**src/rtl/assert_macros.svh**
```systemverilog
// assertion macros shared by the frame checksum validator rtl
// no dependencies; included by the files that carry assertions
`ifndef ASSERT_MACROS_SVH
`define ASSERT_MACROS_SVH
`ifndef NO_ASSERTIONS
`define ASSERT_CLK(lbl, clk, rstn, prop) \
	lbl: assert property (@(posedge clk) disable iff (!(rstn)) prop) \
		else $error("assertion failed");
`define ASSERT_NEXT(lbl, clk, rstn, cond, nxt) \
	lbl: assert property (@(posedge clk) disable iff (!(rstn)) (cond) |=> (nxt)) \
		else $error("assertion failed");
`else
`define ASSERT_CLK(lbl, clk, rstn, prop)
`define ASSERT_NEXT(lbl, clk, rstn, cond, nxt)
`endif
`endif

```
**src/rtl/ufcv_pkg.sv**
```systemverilog
// types, codes and constants of the uart frame checksum validator
// no dependencies; imported by every module of the block
package ufcv_pkg;

	localparam int MAX_BUFFER_DEF = 512;
	localparam int PADDR_W = 3;

	localparam logic [7:0] START_MARK = 8'h02;
	localparam logic [7:0] TYPE_SIZED = 8'h03;
	localparam int MIN_HELD = 7;
	localparam logic [15:0] IDLE_DEFAULT = 16'd200;
	localparam logic [15:0] IDLE_MAX = 16'hFFFF;

	localparam logic MODE_BYTE = 1'b0;
	localparam logic MODE_TICK = 1'b1;

	localparam logic REG_IDLE_TIMEOUT = 1'b0;

	typedef enum logic [2:0] {
		ST_PENDING   = 3'd0,
		ST_GOOD      = 3'd1,
		ST_BAD_START = 3'd2,
		ST_BAD_SUM   = 3'd3,
		ST_TIMEOUT   = 3'd4,
		ST_OVERFLOW  = 3'd5
	} status_t;

	typedef struct packed {
		logic        valid;
		logic [7:0]  data;
		logic [8:0]  index;
		status_t     status;
	} result_t;

endpackage

```
**src/rtl/ufcv_apb_regs.sv**
```systemverilog
// apb register file holding the idle timeout
// depends on ufcv_pkg
module ufcv_apb_regs
	import ufcv_pkg::*;
(
	input  logic               clk,
	input  logic               arst_n,
	input  logic               psel,
	input  logic               penable,
	input  logic               pwrite,
	input  logic [PADDR_W-1:0] paddr,
	input  logic [31:0]        pwdata,
	output logic [31:0]        prdata,
	output logic               pready,
	output logic [15:0]        rx_idle_timeout
);

	logic [15:0] timeout_q;
	logic        wr_en;

	assign pready = 1'b1;
	assign wr_en = psel && penable && pwrite && pready && (paddr[2] == REG_IDLE_TIMEOUT);

	always_ff @(posedge clk or negedge arst_n) begin
		if (!arst_n) begin
			timeout_q <= IDLE_DEFAULT;
		end else if (wr_en) begin
			timeout_q <= pwdata[15:0];
		end
	end

	always_comb begin
		if (paddr[2] == REG_IDLE_TIMEOUT) begin
			prdata = {16'd0, timeout_q};
		end else begin
			prdata = 32'd0;
		end
	end

	assign rx_idle_timeout = timeout_q;

endmodule

```
**src/rtl/ufcv_frame_core.sv**
```systemverilog
// frame state and single-pass check of one item
// depends on ufcv_pkg and assert_macros.svh
`include "assert_macros.svh"
module ufcv_frame_core
	import ufcv_pkg::*;
#(
	parameter int MaxBuffer = MAX_BUFFER_DEF
) (
	input  logic        clk,
	input  logic        arst_n,
	input  logic        en,
	input  logic        mode,
	input  logic [7:0]  rx_byte,
	input  logic [15:0] rx_idle_timeout,
	output result_t     res
);

	localparam int CW = $clog2(MaxBuffer + 1);
	localparam int XW = (CW > 9) ? CW : 9;

	logic [CW-1:0] count_q, count_n, cnt_inc;
	logic [7:0]    start_q, start_n, type_q, type_n, len_q, len_n, sum_q, sum_n;
	logic [7:0]    len_eff, want;
	logic [15:0]   idle_q, idle_n, idle_inc;
	logic [XW-1:0] expected;
	logic          held;

	always_comb begin
		cnt_inc  = count_q + CW'(1);
		len_eff  = (count_q == CW'(6)) ? rx_byte : len_q;
		expected = XW'(MIN_HELD) + XW'(len_eff);
		idle_inc = (idle_q == IDLE_MAX) ? idle_q : idle_q + 16'd1;
		want     = 8'd0 - sum_q;
		held     = cnt_inc >= CW'(MIN_HELD);

		count_n = count_q;
		start_n = start_q;
		type_n  = type_q;
		len_n   = len_q;
		sum_n   = sum_q;
		idle_n  = idle_q;

		res.valid  = 1'b0;
		res.data   = rx_byte;
		res.index  = 9'(count_q);
		res.status = ST_PENDING;

		if (mode == MODE_TICK) begin
			idle_n = idle_inc;
			if (count_q != '0 && idle_inc > rx_idle_timeout) begin
				res.valid  = 1'b1;
				res.data   = 8'd0;
				res.status = ST_TIMEOUT;
				count_n = '0;
				start_n = 8'd0;
				type_n  = 8'd0;
				len_n   = 8'd0;
				sum_n   = 8'd0;
			end
		end else if (count_q >= CW'(MaxBuffer)) begin
			res.valid  = 1'b1;
			res.status = ST_OVERFLOW;
			count_n = '0;
			start_n = 8'd0;
			type_n  = 8'd0;
			len_n   = 8'd0;
			sum_n   = 8'd0;
		end else begin
			res.valid = 1'b1;
			count_n = cnt_inc;
			if (count_q == CW'(0)) begin
				start_n = rx_byte;
			end
			if (count_q == CW'(2)) begin
				type_n = rx_byte;
			end
			if (count_q == CW'(6)) begin
				len_n = rx_byte;
			end
			priority if (held && start_q != START_MARK) begin
				res.status = ST_BAD_START;
				count_n = '0;
				start_n = 8'd0;
				type_n  = 8'd0;
				len_n   = 8'd0;
				sum_n   = 8'd0;
			end else if (held && type_q == TYPE_SIZED && XW'(cnt_inc) >= expected) begin
				res.status = (rx_byte == want) ? ST_GOOD : ST_BAD_SUM;
				count_n = '0;
				start_n = 8'd0;
				type_n  = 8'd0;
				len_n   = 8'd0;
				sum_n   = 8'd0;
			end else begin
				if (count_q != CW'(0)) begin
					sum_n = sum_q + rx_byte;
				end
				idle_n = 16'd0;
			end
		end
	end

	always_ff @(posedge clk or negedge arst_n) begin
		if (!arst_n) begin
			count_q <= '0;
			start_q <= 8'd0;
			type_q  <= 8'd0;
			len_q   <= 8'd0;
			sum_q   <= 8'd0;
			idle_q  <= 16'd0;
		end else if (en) begin
			count_q <= count_n;
			start_q <= start_n;
			type_q  <= type_n;
			len_q   <= len_n;
			sum_q   <= sum_n;
			idle_q  <= idle_n;
		end
	end

	`ASSERT_CLK(a_count_bound, clk, arst_n, count_q <= CW'(MaxBuffer))
	`ASSERT_NEXT(a_pending_idle, clk, arst_n, en && res.valid && res.status == ST_PENDING,
		idle_q == 16'd0)
	`ASSERT_CLK(a_timeout_nonempty, clk, arst_n,
		(res.valid && res.status == ST_TIMEOUT) |-> (count_q != '0))

endmodule

```
**src/rtl/uart_frame_checksum_validator_top.sv**
```systemverilog
// top level of the uart frame checksum validator: input stage, core, result register
// depends on ufcv_pkg, ufcv_apb_regs, ufcv_frame_core and assert_macros.svh
//
// items come in on the s_axis channel: tdata is the received byte, tuser the mode
// (0 byte, 1 millisecond tick). each byte gives one result on m_axis; a tick gives
// a result only when it discards a partial frame after the idle timeout.
// the idle timeout is set over the apb port at byte address 0 (reset value 200).
// an accepted item is registered in the input stage, is checked in one pass and
// its result is registered in the result register, from which it is offered.
// one item per cycle is taken as long as the results are taken as well.
// the result register and the input stage each hold one item, so when m_axis
// stalls the block takes one more item and then holds s_axis_tready low until
// the held result is taken. reset (arst_n low) empties both stages, clears the
// frame state and restores the timeout register.
`include "assert_macros.svh"
module uart_frame_checksum_validator_top
	import ufcv_pkg::*;
#(
	parameter int MaxBuffer = MAX_BUFFER_DEF
) (
	input  logic               clk,
	input  logic               arst_n,
	input  logic               s_axis_tvalid,
	output logic               s_axis_tready,
	input  logic [7:0]         s_axis_tdata,  // rx_byte
	input  logic               s_axis_tuser,  // mode
	output logic               m_axis_tvalid,
	input  logic               m_axis_tready,
	output logic [23:0]        m_axis_tdata,  // data_byte, byte_index, status, zero fill
	input  logic               psel,
	input  logic               penable,
	input  logic               pwrite,
	input  logic [PADDR_W-1:0] paddr,
	input  logic [31:0]        pwdata,
	output logic [31:0]        prdata,
	output logic               pready
);

	logic        valid_s1, mode_s1;
	logic [7:0]  byte_s1;
	logic        out_valid_q;
	result_t     out_res_q, res;
	logic [15:0] rx_idle_timeout;
	logic        advance, en;

	assign advance = !out_valid_q || m_axis_tready;
	assign en = valid_s1 && advance;
	assign s_axis_tready = !valid_s1 || advance;

	ufcv_apb_regs u_regs (
		.clk             (clk),
		.arst_n          (arst_n),
		.psel            (psel),
		.penable         (penable),
		.pwrite          (pwrite),
		.paddr           (paddr),
		.pwdata          (pwdata),
		.prdata          (prdata),
		.pready          (pready),
		.rx_idle_timeout (rx_idle_timeout)
	);

	ufcv_frame_core #(
		.MaxBuffer (MaxBuffer)
	) u_core (
		.clk             (clk),
		.arst_n          (arst_n),
		.en              (en),
		.mode            (mode_s1),
		.rx_byte         (byte_s1),
		.rx_idle_timeout (rx_idle_timeout),
		.res             (res)
	);

	always_ff @(posedge clk or negedge arst_n) begin
		if (!arst_n) begin
			valid_s1    <= 1'b0;
			out_valid_q <= 1'b0;
		end else begin
			if (s_axis_tready) begin
				valid_s1 <= s_axis_tvalid;
			end
			if (advance) begin
				out_valid_q <= en && res.valid;
			end
		end
	end

	always_ff @(posedge clk) begin
		if (s_axis_tvalid && s_axis_tready) begin
			mode_s1 <= s_axis_tuser;
			byte_s1 <= s_axis_tdata;
		end
		if (en) begin
			out_res_q <= res;
		end
	end

	assign m_axis_tvalid = out_valid_q;
	assign m_axis_tdata = {4'd0, out_res_q.status, out_res_q.index, out_res_q.data};

	`ASSERT_CLK(a_ready_full, clk, arst_n, !s_axis_tready |-> valid_s1 && out_valid_q)
	`ASSERT_NEXT(a_stage_holds, clk, arst_n, valid_s1 && !advance, valid_s1)
	`ASSERT_NEXT(a_no_result_idle, clk, arst_n, !valid_s1 && advance, !out_valid_q)

endmodule

```
**config.mk**
```make
export PLATFORM = sky130hd
export DESIGN_NAME = uart_frame_checksum_validator_top
export DESIGN_NICKNAME = d
export VERILOG_FILES = /design/src/rtl/ufcv_pkg.sv /design/src/rtl/ufcv_apb_regs.sv /design/src/rtl/ufcv_frame_core.sv /design/src/rtl/uart_frame_checksum_validator_top.sv
export VERILOG_INCLUDE_DIRS = /design/src /design/src/rtl
export SDC_FILE = /design/constraint.sdc
export NUM_CORES = 1
export LEC_CHECK = 0
export BUFFER_PORTS_ARGS = -buffer_cell sky130_fd_sc_hd__buf_2
export CAP_MARGIN = 25
export CORE_MARGIN = 3
export CORE_UTILIZATION = 35
export DETAILED_ROUTE_END_ITERATION = 8
export PLACE_DENSITY = 0.6
export RECOVER_POWER = 25
export SKIP_LAST_GASP = 1
export SLEW_MARGIN = 20
export SYNTH_ARGS = -nofsm -noshare
export SYNTH_HDL_FRONTEND = slang
export SYNTH_SLANG_ARGS = --single-unit
```
**constraint.sdc**
```tcl
create_clock -name clk -period 5.2 [get_ports clk]
set_clock_uncertainty 0.15 [all_clocks]
set_input_delay 0.78 -clock clk [delete_from_list [all_inputs] [get_ports clk]]
set_output_delay 0.78 -clock clk [all_outputs]
set_load 0.1 [all_outputs]
```
==> key figures, run 1 <==
Outcome
  – Status: complete, but fails checks
  – Failing checks: capacitance limit, slew limit

Detailed routing
  – Initial DRT Pass Iterations: 5
  – Iter 0 DRT Violations: about 330
  – Mean number of vias per cell: around 5.3
  – Residual DRC: 0
  – Total Wirelength: 15.2 mm
  – Routed vias: just under 5k
  – Antenna Nets Post-Route: 0
  – Routed length per instance: approximately 16 um

Synth
  – FF+latch count, synth: 105
  – Seq/Total Area, Yosys: 0.440
  – Synthesized area: ~0.0063 sq mm
  – Avg Inst Size Synth: roughly 10 sq um
  – Post-synth EDFFs: 29
  – Ys flop type: dfrtp_1
  – Number of synthesis warnings: 0
  – Post-Syn Instances: about 610
  – Post-synth cell types: between 60 and 70
  – FFs w/ async S/R, synth: 0.724

STA
  – PnR worst setup slack: roughly 0.34 ns
  – RSZ-0062 raised after global routing: no
  – Worst Tran Pin Value: about 3.7 ns
  – Final worst path period share: 0.935
  – Slew Limit Fails: 77
  – TNS Setup: 0 ns
  – # setup viols final: 0
  – Final worst path period need: ~4.9 ns
  – Fmax: roughly 210 MHz
  – Worst slew margin: -1.44
  – WHS: about 0.33 ns
  – Hold Fails Final Rpt: 0

Power
  – VDD IR-drop max: 0.242 mV
  – Pwr Density: about 420 mW/mm^2
  – Power Total: about 3000 uW
  – Leakage: 0.00344 uW

GRT
  – Antenna violations before repair: 0
  – Largest net degree at the start of global routing: just under 80
  – GRT Overall Usage: 0.155
  – Vias in the first global route: between 4k and 5k
  – Total global routing overflow: 0
  – First-pass GRT wire length: 24.5 mm

Worst hold path
  – Hold crit path type: flop to flop

Clock tree
  – CTS Buf Count: 9
  – Worst-Skew Late Latency: roughly 0.36 ns
  – Clock Pin Slew Worst Setup and Hold Paths: about 0.080 ns
  – Hold buffer count at CTS: 0
  – TritonCTS Sinks: ~110
  – CTS tree: yes
  – H-Tree Level Count: 3
  – CTS Buffer Depth: 2
  – Clock Root Buffer: clkbuf_16

Placed design
  – Port buffer count: 70
  – Post-DP HPWL: around 11 mm
  – DP Cell Count: about 910
  – Dpl ws: 0.306 ns
  – GP Congestion: around 0.85

Run
  – Max_cap viols: 1

Setup path
  – WS Path Type: flop to flop
  – Critical Path RT: about 5.3 ns
  – Arr. time, crit path: ~5.0 ns
  – Critical Path End Type: flop
  – CP max FO: 11
  – Crit start category: flop

Floorplanning
  – Initial core utilization: 0.361
  – Row cnt: 48
  – Io pins: 110
  – Core area: between 0.015 and 0.02 sq mm
  – Die outline height: approximately 140 um
  – Die area: 0.0197 sq mm
  – Die width: roughly 140 um

Final layout
  – # fillers: 1707
  – N_diodes: 0
  – Layout cells sized above 1: 0.198
  – Fin cells: a little over 900
  – Nets: between 700 and 800
  – Most common cell after layout, fill and taps aside: dfrtp_1
  – Most frequent cells in the layout: 73 x dfrtp_1, 68 x buf_2, 42 x nor2_1, 41 x nand2_1, 39 x ha_1
  – P&R area growth vs syn: 15.1%
## cells in the mapped netlist (14+ instances only)
cell	number	share of area
a21oi_1	24	0.019
a22o_1	32	0.044
buf_4	23	0.027
clkbuf_1	14	0.0083
dfrtp_1	73	0.29
edfxtp_1	29	0.14
ha_1	39	0.077
inv_1	30	0.018
mux2_2	19	0.034
nand2_1	41	0.024
nand3_1	23	0.018
nor2_1	42	0.025
nor3_1	15	0.012
o21ai_0	18	0.014
xnor2_1	14	0.019
xor2_1	25	0.035
## metrics by stage
step           utilization  cell area [sq um]
2_1_floorplan            -               6380
3_3_place_gp         0.396               6920
3_5_place_dp         0.396               6920
4_1_cts              0.413               7220
5_1_grt              0.415               7260
6_report             0.415               7260
## final timing paths
kind / start / endpoint / slack [ns] / cells past startpoint
worst max register to register: u_core.count_q[6] / u_core.count_q[0] / 0.34 / 17
worst max-delay path: u_core.count_q[6] / u_core.count_q[0] / 0.34 / 17
min in group asynchronous: arst_n / u_core.count_q[6] / 1.74 / 1
worst min-delay path: u_core.len_q[7] / u_core.len_q[7] / 0.33 / 1
worst min register to register: u_core.len_q[7] / u_core.len_q[7] / 0.33 / 1
max in group asynchronous: arst_n / u_core.start_q[2] / 1.10 / 1
## registers in the layout (all words and copies together), names as in the netlist
register,flops
byte_s1,8
m_axis_tdata,20
m_axis_tvalid,1
mode_s1,1
u_core.count_q,10
u_core.idle_q,16
u_core.len_q,8
u_core.start_q,8
u_core.sum_q,8
u_core.type_q,8
u_regs.rx_idle_timeout,16
valid_s1,1
## final cells by class
type / instances / area (sq um) / share of cell area
multi-input combinational: 458 / 3250 / 0.448
sequential: 105 / 2780 / 0.382
tap: 225 / 282 / 0.0388
inverter: 30 / 113 / 0.0155
clock inverter: 7 / 78.8 / 0.0109
clock buffer: 9 / 225 / 0.0310
timing repair buffer: 93 / 532 / 0.0732
## cells by family (layout without fill, tap and decap cells)
logic type               count (synthesis)  in the layout  share of synthesized area
AO/OA/AOI/OAI                          134            134                      0.152
XOR/XNOR                                39             39                     0.0541
adder cells (fa/ha/maj)                 40             40                     0.0805
buffers and inverters                   70            139                     0.0559
flip-flops                             105            105                      0.440
multiplexers                            27             27                     0.0466
other                                    2             21                    0.00119
AND/OR/NAND/NOR                        197            197                      0.170
## per-layer routing
| layer | part of all wire | track usage | wire [um] | vias to the layer above |
|---|---|---|---|---|
| li1 | - | - | - | 2360 |
| met1 | 0.43 | 0.195 | 6520 | 2415 |
| met2 | 0.51 | 0.269 | 7740 | 133 |
| met3 | 0.051 | 0.0376 | 772 | 20 |
| met4 | 0.012 | 0.0352 | 184 | 0 |
| met5 | 0 | 0 | 0 | - |
## report_power, final
group / internal, uW / switching, uW / total [uW]
sequential: 1010 / 132 / 1140
combinational: 404 / 793 / 1200
clock: 343 / 351 / 694
total: 1760 / 1280 / 3040
## what timing repair did
item                                    4_1_cts  5_1_grt
gates resized for setup                       0        1
setup buffers                                 0        3
hold endpoints to repair                      0        0
endpoints found under the setup margin        0       12
## critical path, cell delays in order (launching register included)
cell and delay [ns]:
dfrtp_1 0.39, or4_1 0.64, nor2_1 0.13, nand3_1 0.32
mux2i_1 0.21, buf_4 0.17, ha_1 0.25, a211oi_1 0.27
xor2_1 0.17, mux2i_1 0.10, ha_1 0.30, nand4_1 0.08
o21ai_0 0.20, o211ai_1 0.24, a32oi_4 0.49, buf_4 0.27
nor2_1 0.09, mux2_2 0.27
Power figures use the tool's default switching activity.
==> run 2: changes to the inputs <==
--- a/config.mk
+++ b/config.mk
@@ -17,4 +17,5 @@
 export SLEW_MARGIN = 20
 export SYNTH_ARGS = -nofsm -noshare
 export SYNTH_HDL_FRONTEND = slang
+export SYNTH_HIERARCHICAL = 1
 export SYNTH_SLANG_ARGS = --single-unit
==> run 2 against run 1 <==
  * The run still ends with capacitance limit, slew limit left
  * Combinational power shrank 9%
  * Via count shrank 2.6%
  * Non-clock buffer count shrank 12
  * Worst setup slack gained 0.13 ns
  * Utilization shrank 1.7 points
  * Sequential share of layout area grew 0.059 points
  * Clock-buffer cell count is the same
  * Worst hold slack gained 0.0022 ns
  * First-iteration DRC count grew 1.5%
  * Largest power group is now sequential cells
==> key figures, run 2 <==
Outcome
  – Status: complete, but fails checks
  – Failing checks: capacitance limit, slew limit

STA
  – TNS Setup: 0 ns (unchanged)
  – # setup viols final: 0 (unchanged)
  – Slew Limit Fails: 77 (unchanged)
  – Worst slew margin: -1.44 (-0.00673)
  – WHS: 0.337 ns (+0.00223 ns)
  – Hold Fails Final Rpt: 0 (unchanged)
  – Final worst path period need: 4.73 ns (-0.131 ns)
  – Fmax: 211 MHz (+2.8%)
  – Final worst path period share: 0.910 (-0.0253)
  – Worst Tran Pin Value: 3.66 ns (+0.0101 ns)
  – RSZ-0062 raised after global routing: no

Synth
  – Area contributors post-synth: dfrtp_1 28%, edfxtp_1 13%, ha_1 7.4%
  – Count leader, synth: dfrtp_1
  – FF+latch count, synth: 105 (unchanged)
  – Ys flop type: dfrtp_1
  – Number of synthesis warnings: 6 (+6)
  – Top cell type's share of synthesized area: 0.278 (-0.0113)
  – Top post-synthesis cells by count: 73 x dfrtp_1, 51 x nand2_1, 39 x ha_1
  – Seq/Total Area, Yosys: 0.423 (-0.0172)
  – Avg Inst Size Synth: 10.5 sq um (+2.2%)
  – Yosys top cell by area: dfrtp_1
  – Post-synth cell types: 76 (+17%)
  – Post-Syn Instances: 625 (+1.8%)
  – Post-synth EDFFs: 29 (unchanged)
  – FFs w/ async S/R, synth: 0.724 (unchanged)
  – Synthesized area: 0.00657 sq mm (+4.1%)

Setup path
  – CP bufs+invs: 2 (unchanged)
  – Slowest stage delay, CP: 0.62 ns (-0.02 ns)
  – Crit start category: flop
  – Delay-heaviest family, CP: compound AO/OA/AOI/OAI gates
  – Most numerous cell on the critical path: buf_4
  – Arr. time, crit path: 4.82 ns (-0.15 ns)
  – CP max FO: 18 (+7)
  – WS Path Type: flop to flop
  – Slowest stage cell, crit path: or4_1
  – Critical Path RT: 5.29 ns (about the same)
  – Critical Path End Type: flop
  – Worst-path cell chain: or4_1 -> nor4_1 -> buf_4 -> nand3_1 -> buf_4 -> mux2i_1 -> a21oi_1 -> xor2_1 -> ha_1 -> o21ai_0 -> o31a_1 -> o211a_4 -> o211ai_4 -> nand2_1 -> a21o_1 -> a32o_1

Detailed routing
  – Initial DRT Pass Iterations: 5 (unchanged)
  – Routed length per instance: 16.1 um (-1.7%)
  – Antenna Nets Post-Route: 0 (unchanged)
  – Residual DRC: 0 (unchanged)
  – Total Wirelength: 14.7 mm (-3.5%)
  – Mean number of vias per cell: 5.27 (-0.78%)
  – Routed vias: 4800 (-2.6%)
  – Iter 0 DRT Violations: 331 (+1.5%)

Power
  – Power share of the sequential group: 0.391 (+0.014)
  – Comb pwr share: 0.380 (-0.014)
  – Leakage: 0.00337 uW (-2.2%)
  – Sw Share: 0.411 (-0.00974)
  – Clock power share: 0.229 (about the same)
  – VDD IR-drop max: 0.164 mV (-32%)
  – Pwr Density: 397 mW/mm^2 (-5.0%)
  – Cell internal pwr: 1700 uW (-3.5%)
  – Net Sw Power: 1180 uW (-7.3%)

GRT
  – Largest net degree at the start of global routing: 77 (unchanged)
  – Global routing usage on met1: 0.196 (+0.000996)
  – GR peak layer: met2
  – GRT Overall Usage: 0.146 (-0.00836)
  – Global-route track usage on met3: 0.0285 (-0.00909)
  – Antenna violations before repair: 0 (unchanged)
  – Met2 Usage GRT: 0.239 (-0.0303)
  – Total global routing overflow: 0 (unchanged)
  – Vias in the first global route: 4769 (-0.23%)
  – First-pass GRT wire length: 24.0 mm (-2.0%)

Final layout
  – Max reg flops: 20 (unchanged)
  – P&R area growth vs syn: 10.4%
  – Most common cell after layout, fill and taps aside: dfrtp_1
  – Most frequent cells in the layout: 73 x dfrtp_1, 68 x buf_2, 51 x nand2_1, 39 x ha_1
  – N_diodes: 0 (unchanged)
  – Nets: 767 (-2.7%)
  – # fillers: 1742 (+2.1%)
  – Layout cells sized above 1: 0.195 (-0.00270)

Clock tree
  – H-Tree Level Count: 3 (unchanged)
  – # Post-CTS Setup Buffers: 0 (unchanged)
  – TritonCTS Sinks: 105 (unchanged)
  – Post-CTS resize count: 0 (unchanged)
  – CTS Buf Count: 9 (unchanged)
  – Hold buffer count at CTS: 0 (unchanged)
  – Clock Pin Slew Worst Setup and Hold Paths: 0.07 ns (about the same)
  – Worst-Skew Late Latency: 0.35 ns (about the same)
  – Clock Root Buffer: clkbuf_16
  – CTS tree: yes
  – CTS Buffer Depth: 2 (unchanged)

Placed design
  – Post-DP HPWL: 10.8 mm (-4.3%)
  – Port buffer count: 70 (unchanged)
  – GP Congestion: 0.852 (+0.58%)

Floorplanning
  – Core area: 0.0182 sq mm (+4.2%)
  – Io pins: 110 (unchanged)
  – Die width: 143 um (+1.9%)
  – Initial core utilization: 0.361 (-0.000424)
  – Die area: 0.0204 sq mm (+3.9%)
  – Row cnt: 49 (+2.1%)
  – Die outline height: 143 um (+1.9%)

Worst hold path
  – Hold crit path type: flop to flop

Run
  – Max_cap viols: 1 (unchanged)
==> run 2: changes by cell type after synthesis, sizes merged, moves of 7 or more <==
| cell | change |
|---|---|
| a32o | +14 |
| mux2i | +7 |
| nand2 | +10 |
| a22o | -12 |
| o2bb2ai | +11 |
| a31oi | -8 |
| nor2 | -17 |
| buf | +18 |
| nor2b | +11 |
==> run 2: power by group through the flow <==
| stage | logic [uW] | registers [uW] | clock network (uW) |
|---|---|---|---|
| floorplan | 824 | 1210 | 0 |
| global placement | 1060 | 1130 | 0 |
| detailed placement | 1100 | 1140 | 0 |
| CTS | 1100 | 1130 | 686 |
| global route | 1180 | 1150 | 727 |
| finish | 1090 | 1130 | 659 |
==> run 2: worst register-to-register path, stage by stage (launching register included) <==
cell,delay [ns]
dfrtp_1,0.48
or4_1,0.62
nor4_1,0.21
buf_4,0.18
nand3_1,0.16
buf_4,0.29
mux2i_1,0.17
a21oi_1,0.31
xor2_1,0.12
ha_1,0.28
o21ai_0,0.07
o31a_1,0.26
o211a_4,0.27
o211ai_4,0.26
nand2_1,0.24
a21o_1,0.32
a32o_1,0.24
==> run 2: final cells by class <==
class	count	area (sq um)	area share
inverters	30	113	0.0155
flip-flops and latches	105	2780	0.383
clock buffers	9	225	0.0311
repair buffers	81	433	0.0597
clock inverters	7	62.6	0.00863
well taps	229	287	0.0395
multi-input cells	449	3350	0.463
==> run 2: routing by layer <==
metal,vias to the layer above,part of all wire,wire [um]
met3,16,0.041,596
li1,2299,-,-
met2,103,0.49,7200
met5,-,0,0
met1,2382,0.45,6630
met4,0,0.018,263
==> run 2: cells by family (layout without fill, tap and decap cells) <==
kind of cell,count (synthesis),count (layout),synth area share
buffers and inverters,89,127,0.0747
XOR/XNOR,41,41,0.0558
multiplexers,33,33,0.0595
other,3,21,0.00172
AO/OA/AOI/OAI,126,126,0.146
flip-flops,105,105,0.423
AND/OR/NAND/NOR,187,187,0.160
adder cells (fa/ha/maj),41,41,0.0791
==> run 2: worst paths after layout <==
kind                                         from                         to  slack (ns)  cells past startpoint
worst max-delay path            u_core/count_q[6]          u_core/start_q[7]        0.47                     16
worst min-delay path            u_core/start_q[0]          u_core/start_q[0]        0.34                      1
worst max register to register  u_core/count_q[6]          u_core/start_q[7]        0.47                     16
worst min register to register  u_core/start_q[0]          u_core/start_q[0]        0.34                      1
max in group asynchronous                  arst_n  u_regs/rx_idle_timeout[5]        1.06                      1
min in group asynchronous                  arst_n           u_core/type_q[3]        1.74                      1
==> run 2: through the flow <==
stage / util / cells / total power (uW) / instance area, sq um / setup WS (ns)
floorplan: - / 643 / 2040 / 6630 / 0.650
global placement: 0.383 / 894 / 2190 / 6980 / 0.550
detailed placement: 0.383 / 894 / 2240 / 6980 / 0.496
CTS: 0.399 / 910 / 2910 / 7260 / 0.467
global route: 0.398 / 910 / 3060 / 7250 / 0.116
finish: 0.398 / 910 / 2880 / 7250 / 0.467
